==> src/sv/lbm_pkg.sv <==
// Shared constants, types and helper functions for the D2Q9 lattice step unit.
// Depends on nothing; every other file uses it by scoped names.
`default_nettype none

package lbm_pkg;

  localparam int GRID_W = 64;
  localparam int GRID_H = 64;
  localparam int CELL_N = GRID_W * GRID_H;
  localparam int DIST_N = CELL_N * 9;
  localparam int CELL_W = $clog2(CELL_N);
  localparam int ADDR_W = $clog2(DIST_N);
  localparam int X_W    = $clog2(GRID_W);
  localparam int Y_W    = $clog2(GRID_H);

  localparam int VAL_W = 18;  // Q2.16 distribution
  localparam int VEL_W = 17;  // Q1.16 velocity
  localparam int SUM_W = 22;  // moment sums over nine distributions
  localparam int DIR_W = 4;
  localparam int CFG_W = 17;

  localparam logic [DIR_W-1:0] DIR_LAST = 4'd8;

  typedef enum logic [1:0] {
    FN_STEP_INLET = 2'd0,
    FN_STEP_STOP  = 2'd1,
    FN_READ       = 2'd2,
    FN_NONE       = 2'd3
  } func_e;

  typedef enum logic [1:0] {
    REG_INLET_VX = 2'd0,
    REG_INLET_VY = 2'd1,
    REG_DENSITY  = 2'd2,
    REG_NONE     = 2'd3
  } reg_idx_e;

  // Where one streamed distribution comes from.
  typedef struct packed {
    logic              is_const;
    logic signed [1:0] dx;
    logic signed [1:0] dy;
    logic [DIR_W-1:0]  sd;
  } stream_src_t;

  function automatic logic signed [VAL_W-1:0] rest_w(input logic [DIR_W-1:0] d);
    logic signed [VAL_W-1:0] w;
    case (d)
      4'd0: w = 18'sd29127;
      4'd1, 4'd3, 4'd5, 4'd7: w = 18'sd7282;
      4'd2, 4'd4, 4'd6, 4'd8: w = 18'sd1820;
      default: w = '0;
    endcase
    return w;
  endfunction

  function automatic logic signed [1:0] dir_x(input logic [DIR_W-1:0] d);
    logic signed [1:0] v;
    case (d)
      4'd1, 4'd2, 4'd8: v = 2'sd1;
      4'd4, 4'd5, 4'd6: v = -2'sd1;
      default: v = 2'sd0;
    endcase
    return v;
  endfunction

  function automatic logic signed [1:0] dir_y(input logic [DIR_W-1:0] d);
    logic signed [1:0] v;
    case (d)
      4'd2, 4'd3, 4'd4: v = 2'sd1;
      4'd6, 4'd7, 4'd8: v = -2'sd1;
      default: v = 2'sd0;
    endcase
    return v;
  endfunction

  // Weight numerator over 36 as a shift: 16, 4 or 1.
  function automatic logic [2:0] wnum_shift(input logic [DIR_W-1:0] d);
    logic [2:0] s;
    case (d)
      4'd0: s = 3'd4;
      4'd1, 4'd3, 4'd5, 4'd7: s = 3'd2;
      default: s = 3'd0;
    endcase
    return s;
  endfunction

  function automatic logic [ADDR_W-1:0] dist_addr(input logic [CELL_W-1:0] c,
                                                  input logic [DIR_W-1:0] d);
    return ADDR_W'(c) * ADDR_W'(9) + ADDR_W'(d);
  endfunction

  function automatic stream_src_t src_at(input logic left, input logic right,
                                         input logic top, input logic bot,
                                         input logic [DIR_W-1:0] d);
    stream_src_t s;
    s.is_const = 1'b0;
    s.dx       = 2'sd0;
    s.dy       = 2'sd0;
    s.sd       = d;
    case (d)
      4'd1: begin
        if (left) s.sd = 4'd5;
        else s.dx = -2'sd1;
      end
      4'd2: begin
        if (left && top) s.sd = 4'd6;
        else if (left) s.sd = 4'd4;
        else if (top) s.sd = 4'd8;
        else begin
          s.dx = -2'sd1;
          s.dy = -2'sd1;
        end
      end
      4'd3: begin
        if (top) s.sd = 4'd7;
        else s.dy = -2'sd1;
      end
      4'd4: begin
        if (top) s.sd = 4'd6;
        else if (right) s.is_const = 1'b1;
        else begin
          s.dx = 2'sd1;
          s.dy = -2'sd1;
        end
      end
      4'd5: begin
        if (right) s.is_const = 1'b1;
        else s.dx = 2'sd1;
      end
      4'd6: begin
        if (bot) s.sd = 4'd4;
        else if (right) s.is_const = 1'b1;
        else begin
          s.dx = 2'sd1;
          s.dy = 2'sd1;
        end
      end
      4'd7: begin
        if (bot) s.sd = 4'd3;
        else s.dy = 2'sd1;
      end
      4'd8: begin
        if (left && bot) s.sd = 4'd4;
        else if (left) s.sd = 4'd6;
        else if (bot) s.sd = 4'd2;
        else begin
          s.dx = -2'sd1;
          s.dy = 2'sd1;
        end
      end
      default: s.sd = d;
    endcase
    return s;
  endfunction

endpackage

`default_nettype wire

==> src/sv/lbm_vdiv.sv <==
// Iterative restoring divider for one velocity component: round(num/den) in Q1.16.
// Depends on lbm_pkg. One quotient bit per cycle.
`default_nettype none

module lbm_vdiv (
  input  wire logic                            clk_i,
  input  wire logic                            rst_ni,
  input  wire logic                            start_i,
  input  wire logic signed [lbm_pkg::SUM_W-1:0] num_i,
  input  wire logic signed [lbm_pkg::SUM_W-1:0] den_i,
  output logic                                 done_o,
  output logic signed [lbm_pkg::VEL_W-1:0]     quot_o
);

  typedef enum logic [2:0] {
    DV_IDLE = 3'b001,
    DV_RUN  = 3'b010,
    DV_FIN  = 3'b100
  } dv_state_e;

  dv_state_e state_q, state_d;
  logic [4:0]  cnt_q, cnt_d;
  logic        done_q, done_d;
  logic [16:0] m_q, m_d;
  logic [23:0] r_q, r_d;
  logic [22:0] dv_q, dv_d;
  logic [16:0] q_q, q_d;
  logic        neg_q, neg_d, sat_q, sat_d, zero_q, zero_d;
  logic signed [lbm_pkg::VEL_W-1:0] res_q, res_d;

  logic signed [22:0] nn;
  logic [21:0]        dd;
  logic signed [40:0] nfull;
  logic [39:0]        mag;
  logic [22:0]        dvn;
  logic [23:0]        rs;
  logic signed [18:0] fin;

  always_comb begin
    nn    = den_i[lbm_pkg::SUM_W-1] ? -23'(num_i) : 23'(num_i);
    dd    = den_i[lbm_pkg::SUM_W-1] ? 22'(-23'(den_i)) : 22'(den_i);
    nfull = (41'(nn) <<< 17) + $signed({19'b0, dd});
    mag   = nfull[40] ? 40'(-nfull) : 40'(nfull);
    dvn   = {dd, 1'b0};
    rs    = {r_q[22:0], m_q[16]};
    fin   = neg_q ? -(19'(q_q) + 19'(r_q != '0)) : 19'(q_q);
  end

  always_comb begin
    state_d = state_q;
    cnt_d   = cnt_q;
    done_d  = 1'b0;
    m_d     = m_q;
    r_d     = r_q;
    dv_d    = dv_q;
    q_d     = q_q;
    neg_d   = neg_q;
    sat_d   = sat_q;
    zero_d  = zero_q;
    res_d   = res_q;
    case (state_q)
      DV_IDLE: begin
        if (start_i) begin
          zero_d  = (den_i == '0);
          neg_d   = nfull[40];
          sat_d   = (mag >= {dvn, 17'b0});
          dv_d    = dvn;
          r_d     = {1'b0, mag[39:17]};
          m_d     = mag[16:0];
          q_d     = '0;
          cnt_d   = '0;
          state_d = DV_RUN;
        end
      end
      DV_RUN: begin
        if (rs >= {1'b0, dv_q}) begin
          r_d = rs - {1'b0, dv_q};
          q_d = {q_q[15:0], 1'b1};
        end else begin
          r_d = rs;
          q_d = {q_q[15:0], 1'b0};
        end
        m_d   = {m_q[15:0], 1'b0};
        cnt_d = cnt_q + 5'd1;
        if (cnt_q == 5'd16) state_d = DV_FIN;
      end
      DV_FIN: begin
        if (zero_q) res_d = '0;
        else if (sat_q) res_d = neg_q ? -17'sd65536 : 17'sd65535;
        else if (fin > 19'sd65535) res_d = 17'sd65535;
        else if (fin < -19'sd65536) res_d = -17'sd65536;
        else res_d = fin[16:0];
        done_d  = 1'b1;
        state_d = DV_IDLE;
      end
      default: state_d = DV_IDLE;
    endcase
  end

  always_ff @(posedge clk_i or negedge rst_ni) begin
    if (!rst_ni) begin
      state_q <= DV_IDLE;
      cnt_q   <= '0;
      done_q  <= 1'b0;
    end else begin
      state_q <= state_d;
      cnt_q   <= cnt_d;
      done_q  <= done_d;
    end
  end

  always_ff @(posedge clk_i) begin
    m_q    <= m_d;
    r_q    <= r_d;
    dv_q   <= dv_d;
    q_q    <= q_d;
    neg_q  <= neg_d;
    sat_q  <= sat_d;
    zero_q <= zero_d;
    res_q  <= res_d;
  end

  assign done_o = done_q;
  assign quot_o = res_q;

endmodule

`default_nettype wire

==> config.mk <==
export PLATFORM = sky130hd
export DESIGN_NAME = lbm_vdiv
export DESIGN_NICKNAME = d
export VERILOG_FILES = /design/src/sv/lbm_pkg.sv /design/src/sv/lbm_vdiv.sv
export SDC_FILE = /design/constraint.sdc
export NUM_CORES = 1
export LEC_CHECK = 0
export ABC_AREA = 0
export BUFFER_PORTS_ARGS = -buffer_cell sky130_fd_sc_hd__buf_2
export CORE_MARGIN = 2
export CORE_UTILIZATION = 55
export DETAILED_ROUTE_END_ITERATION = 10
export GPL_ROUTABILITY_DRIVEN = 0
export GPL_TIMING_DRIVEN = 1
export PLACE_DENSITY_LB_ADDON = 0.25
export RECOVER_POWER = 100
export SETUP_SLACK_MARGIN = 0.2
export SYNTH_ARGS = -nofsm -noshare
export SYNTH_HDL_FRONTEND = slang
export SYNTH_SLANG_ARGS = --single-unit
==> constraint.sdc <==
create_clock -name clk_i -period 5.66 [get_ports clk_i]
set_input_delay 1.415 -clock clk_i [delete_from_list [all_inputs] [get_ports clk_i]]
set_output_delay 1.415 -clock clk_i [all_outputs]
set_load 0.005 [all_outputs]
==> results of run 1 <==
## through the flow
step / power (mW) / cells / area [sq um]
6_report: 5.27 / 1874 / 14700
5_1_grt: 5.57 / 1874 / 14700
4_1_cts: 4.99 / 1846 / 14000
3_5_place_dp: 4.29 / 1805 / 13300
3_3_place_gp: 4.18 / 1805 / 13300
2_1_floorplan: 3.43 / 1268 / 10900
## final timing paths
kind                              end  cells after the start       start  slack (ps)
max                             sat_q                     30    den_i[5]       -1540
min                           m_q[10]                      2      m_q[9]         560
max reg2reg                   r_q[11]                      5  state_q[2]        -240
min reg2reg                   m_q[10]                      2      m_q[9]         560
max in group asynchronous  state_q[0]                      1      rst_ni        4290
min in group asynchronous      done_o                      1      rst_ni        1010
## metal layers
layer  vias up  global-route usage, %  share of wire (%)
met2       724                   50.8                 47
met4         0                   12.4                6.0
met3       203                   3.51                8.4
met1      5494                   38.7                 38
li1       5357                      -                  -
met5         -                      0                  0
## cell usage in the layout (no fill, tap or decap), types with 35 or more instances in the layout
master	instances
xor2_1	35
nand2_1	94
xnor2_1	72
edfxtp_1	100
inv_1	94
ha_1	69
nor2_1	88
buf_4	284
o21ai_0	45
nand3_1	42
buf_2	44
a21oi_1	89
## layout make-up
cell class / count / area share [%]
clock buffer: 9 / 1.53
antenna: 1 / 0.0171
sequential: 109 / 22.0
inverter: 98 / 2.57
clock inverter: 7 / 0.452
multi-input combinational: 1008 / 52.4
timing repair buffer: 377 / 18.8
tap: 265 / 2.26
## kinds of logic after synthesis
logic type / synth area share [%]
and+or+nand+nor: 20.8
AOI/OAI and AO/OA: 22.1
buffers and inverters: 5.56
xor gates and xnor gates: 10.7
DFF: 29.9
adders and majority gates: 8.71
muxes: 2.13
## flip-flops by register name, summed over array words and instances, names as in the netlist
signal,count
cnt_q,5
dv_q,22
zero_q,1
neg_q,1
quot_o,17
r_q,24
q_q,17
m_q,17
sat_q,1
done_o,1
state_q,3
## repair_timing
action | 4_1_cts | 5_1_grt
cloned | 0 | 1
setup endpoints to repair | 26 | 38
setup buffers | 25 | 26
hold buffers | 0 | 0
pin swaps | 20 | 42
resized for setup | 45 | 104
## critical path, delay by kind of cell
kind,cells,cell delay [ps]
AOI/OAI and AO/OA,11,2000
xor gates and xnor gates,2,530
adders and majority gates,3,930
buffers and inverters,5,470
and+or+nand+nor,9,1950
## power by group through the flow
| stage | registers [mW] | logic, mW | clock network [mW] |
|---|---|---|---|
| finish | 1.40 | 3.24 | 0.631 |
| global route | 1.42 | 3.49 | 0.662 |
| CTS | 1.39 | 2.97 | 0.625 |
| detailed placement | 1.40 | 2.89 | 0 |
| global placement | 1.39 | 2.79 | 0 |
| floorplan | 1.35 | 2.08 | 0 |
==> impl_metrics.tcl, run 1 <==
set metrics [dict create \
    status "finished with violations" \
    violations "capacitance limit, slew limit, setup timing" \
    tns_ps -14830 \
    endpoint_kind "flip-flop" \
    first_global_vias 10300 \
    fin_crit_ps 7200 \
    drv_slew 139 \
    htree_num_levels 3 \
    layout_setup_ws_ps -1540 \
    clock_latency_ps 370 \
    avgSynthCellArea_sq_um 8.52 \
    core_sq_um 19300 \
    final_nets 1724 \
    cts_root_buffer "clkbuf_16" \
    slew_headroom_pct -143 \
    row_count 51 \
    num_vias 11800 \
    die_h_um 144 \
    drtAntennaViolNets 0 \
    multiInputGateArea_sq_um 7690 \
    required_ps 5770 \
    crit_top_cell "buf_6" \
    clockBufferDepth 2 \
    hp-class "reg -> reg" \
    wl_per_cell_um 19.6 \
    port_buffers 64 \
    track_usage_pct 29.9 \
    drt_iter0_markers 1431 \
    synth_warnings 0 \
    cts_tree "built" \
    area_delta_synth_final_pct 35.9 \
    clk_pin_slew_ps 90 \
    io-pin-count 65 \
    swShare_pct 44.8 \
    period_share_pct 127 \
    cp_max_fo 5 \
    die_x_um 144 \
    clock_sinks 109 \
    synth_common_cells "106 x nor2_1, 100 x edfxtp_1, 99 x a21oi_1, 96 x inv_1, 96 x nand2_1" \
    startpoint_type "input port" \
    register_area_sq_um 3230 \
    synth_ff_type "edfxtp_1" \
    tightest_slew_ps 3640 \
    fin_skew_ps 18.6 \
    fin_util_pct 75.9 \
    wirelength_um 36800 \
    synth_top_area_share_pct 27.8 \
    synth_seq_area_share_pct 29.9 \
    comb_power_share_pct 61.4 \
    dpl_worst_slack_ps -1750 \
    synth_fp_nets 1389 \
    synth-seq-cells 109 \
    gr-total-overflow 0 \
    seqPwrFrac_pct 26.6 \
    crit_path_top_delay_cell "or4_4" \
    start_util_pct 55.9 \
    p_sw_mw 2.36 \
    synth_area_leaders "edfxtp_1 28%, ha_1 8.3%, xnor2_1 6.8%" \
    worst_hold_slack_ps 557 \
    place_hpwl_um 24500 \
    syn_area_sq_um 10800 \
    dieArea_sq_um 20800 \
    cts_buffers 9 \
    antenna_found_initial 1 \
    yosysMostFrequentCell "nor2_1" \
    power.share.clock_pct 12.0 \
    first_pass_iters 6 \
    yosysTopAreaCell "edfxtp_1" \
    setup_viol 61 \
    ir_drop_uv 207 \
    maxCapViolCount 3 \
    fillCellCount 1256 \
    synth_edf_count 100 \
    max_freq_ghz 0.139 \
    grt_start_max_net_pins 57 \
    max_stage_delay_ps 530 \
    p_leak_nw 6.12 \
    grt_pass1_wl_um 49800 \
    drcViolationCount 0 \
    syn_inst 1268 \
    rsz0062_at_grt "true" \
    arrival_ps 7310 \
    async_flop_share_pct 8.26 \
    drive_gt1_share_pct 32.5 \
    internal-power_mw 2.91 \
    critPathKind "in -> reg" \
    hold_viol_final 0 \
    ys_types 101 \
    vias_per_cell 6.28 \
    powerDensity_nw_per_um2 359 \
]
(Power assumes the default switching activity.)
==> inputs of run 2 (changes only) <==
--- a/config.mk
+++ b/config.mk
@@ -15,6 +15,7 @@
 export PLACE_DENSITY_LB_ADDON = 0.25
 export RECOVER_POWER = 100
 export SETUP_SLACK_MARGIN = 0.2
+export SKIP_CTS_REPAIR_TIMING = 1
 export SYNTH_ARGS = -nofsm -noshare
 export SYNTH_HDL_FRONTEND = slang
 export SYNTH_SLANG_ARGS = --single-unit
==> impl_metrics.tcl, run 2 (synthesis results as in run 1) <==
set metrics [dict create \
    status "finished with violations" \
    violations "capacitance limit, slew limit, setup timing" \
    vias_per_cell 6.06 \
    drive_gt1_share_pct 29.6 \
    drv_slew 138 \
    grt_pass1_wl_um 48500 \
    setup_viol 15 \
    drtAntennaViolNets 0 \
    row_count 51 \
    drcViolationCount 0 \
    cts_root_buffer "clkbuf_16" \
    port_buffers 64 \
    cts_tree "built" \
    first_pass_iters 8 \
    start_util_pct 55.9 \
    final_nets 1695 \
    core_sq_um 19300 \
    largest_register "r_q" \
    place_hpwl_um 24500 \
    drt-met1-wl_um 13400 \
    die_h_um 144 \
    largest_register_ffs 24 \
    critPathKind "in -> reg" \
    required_ps 5770 \
    top_layer "met4" \
    dp.cells 1805 \
    cts_buffers 9 \
    reg.largest.list "r_q x24, dv_q x22" \
    fin_skew_ps 15.7 \
    fin_cells 1844 \
    wl_per_cell_um 17.8 \
    grt_start_max_net_pins 57 \
    clk_pin_slew_ps 80 \
    wirelength_um 32800 \
    p_leak_nw 5.93 \
    dieArea_sq_um 20800 \
    clock_sinks 109 \
    hold_viol_final 0 \
    rsz0062_at_grt "true" \
    n_antenna_cell 0 \
    endpoint_kind "flip-flop" \
    hp-class "reg -> reg" \
    first_global_vias 10100 \
    wl_met2_um 15600 \
    io-pin-count 65 \
    mostFrequentLayoutCell "buf_4" \
    gr-total-overflow 0 \
    arrival_ps 7220 \
    drt_iter0_markers 1097 \
    num_vias 11200 \
    clock_latency_ps 360 \
    startpoint_type "input port" \
    fin_util_pct 73.5 \
    htree_num_levels 3 \
    tightest_slew_ps 3290 \
    area_delta_synth_final_pct 31.5 \
    clockBufferDepth 2 \
    antenna_found_initial 0 \
    die_x_um 144 \
    layout_common_cells "262 x buf_4, 100 x edfxtp_1, 95 x nor2_1" \
    cp_max_fo 5 \
    track_usage_pct 29.1 \
    powerDensity_nw_per_um2 360 \
    period_share_pct 126 \
    maxCapViolCount 3 \
    wl_met3_um 2340 \
    max_freq_ghz 0.141 \
    fin_crit_ps 7110 \
    ir_drop_uv 193 \
    layout_setup_ws_ps -1450 \
    slew_headroom_pct -120 \
]
==> run 2: cell count changes in the layout (fill, tap and decap cells not counted), moves of 3 or more <==
cell,change
buf_6,-6
o21ai_0,+4
nor2_1,+7
a21oi_1,+4
nor2_2,-4
a21oi_2,-3
buf_4,-22
nor2_4,-3
==> run 2: critical path, stage by stage <==
cell and delay [ps]:
buf_6 90, or4_4 540, or4_4 520, nor2_4 150
a21oi_2 70, xor2_1 190, ha_2 220, inv_2 50
fa_2 430, nor2b_4 180, nor2_4 60, a21boi_2 210
buf_4 140, o32a_4 170, nand3_1 130, xnor2_2 190
nand4_2 160, buf_4 200, nor3_1 260, a21oi_1 130
xnor2_1 290, ha_1 320, nor2b_1 140, o21ai_0 250
o2111a_1 250, o21ai_1 60, a41o_1 210, o22a_1 180
==> run 2: through the flow <==
step / instance area [sq um] / worst slack, ps / TNS [ps] / hold slack (ps) / total power, mW
after global routing: 14200 / -1690 / -9970 / 590 / 5.44
after CTS: 13600 / -1370 / -3160 / 549 / 4.93
after global placement: 13300 / -1560 / -8430 / 500 / 4.18
after detailed placement: 13300 / -1750 / -12490 / 512 / 4.29
after floorplan: 10900 / -1430 / -2280 / 483 / 3.43
final: 14200 / -1450 / -5920 / 557 / 5.12
==> run 2: layer usage <==
metal,GRT usage (%),vias to the layer above
met5,0,-
met4,12.7,0
met3,3.25,109
met2,49.0,571
met1,38.0,5186
li1,-,5304
==> run 2: area by class of cell <==
| cell class | instances | area (sq um) |
|---|---|---|
| clock buffer | 9 | 225 |
| clock inverter | 7 | 66.3 |
| fill | 1358 | 5130 |
| inverter | 98 | 378 |
| multi-input combinational | 1008 | 7490 |
| sequential | 109 | 3230 |
| tap | 265 | 332 |
| timing repair buffer | 348 | 2480 |
==> run 2: final timing paths <==
check,startpoint,endpoint,slack (ps),cells after the start
worst max register to register,state_q[2],r_q[9],480,5
max in group asynchronous,rst_ni,state_q[0],4320,1
worst max-delay path,den_i[11],sat_q,-1450,28
min in group asynchronous,rst_ni,done_o,980,1
worst min register to register,cnt_q[0],cnt_q[0],560,1
worst min-delay path,cnt_q[0],cnt_q[0],560,1
==> run 2: report_power, final <==
part | leakage [nW] | total [mW] | internal [mW] | switching, mW
Combinational | 4.72 | 3.10 | 1.30 | 1.79
Clock | 0.141 | 0.627 | 0.309 | 0.318
Sequential | 1.06 | 1.39 | 1.24 | 0.151
Total | 5.93 | 5.12 | 2.85 | 2.26
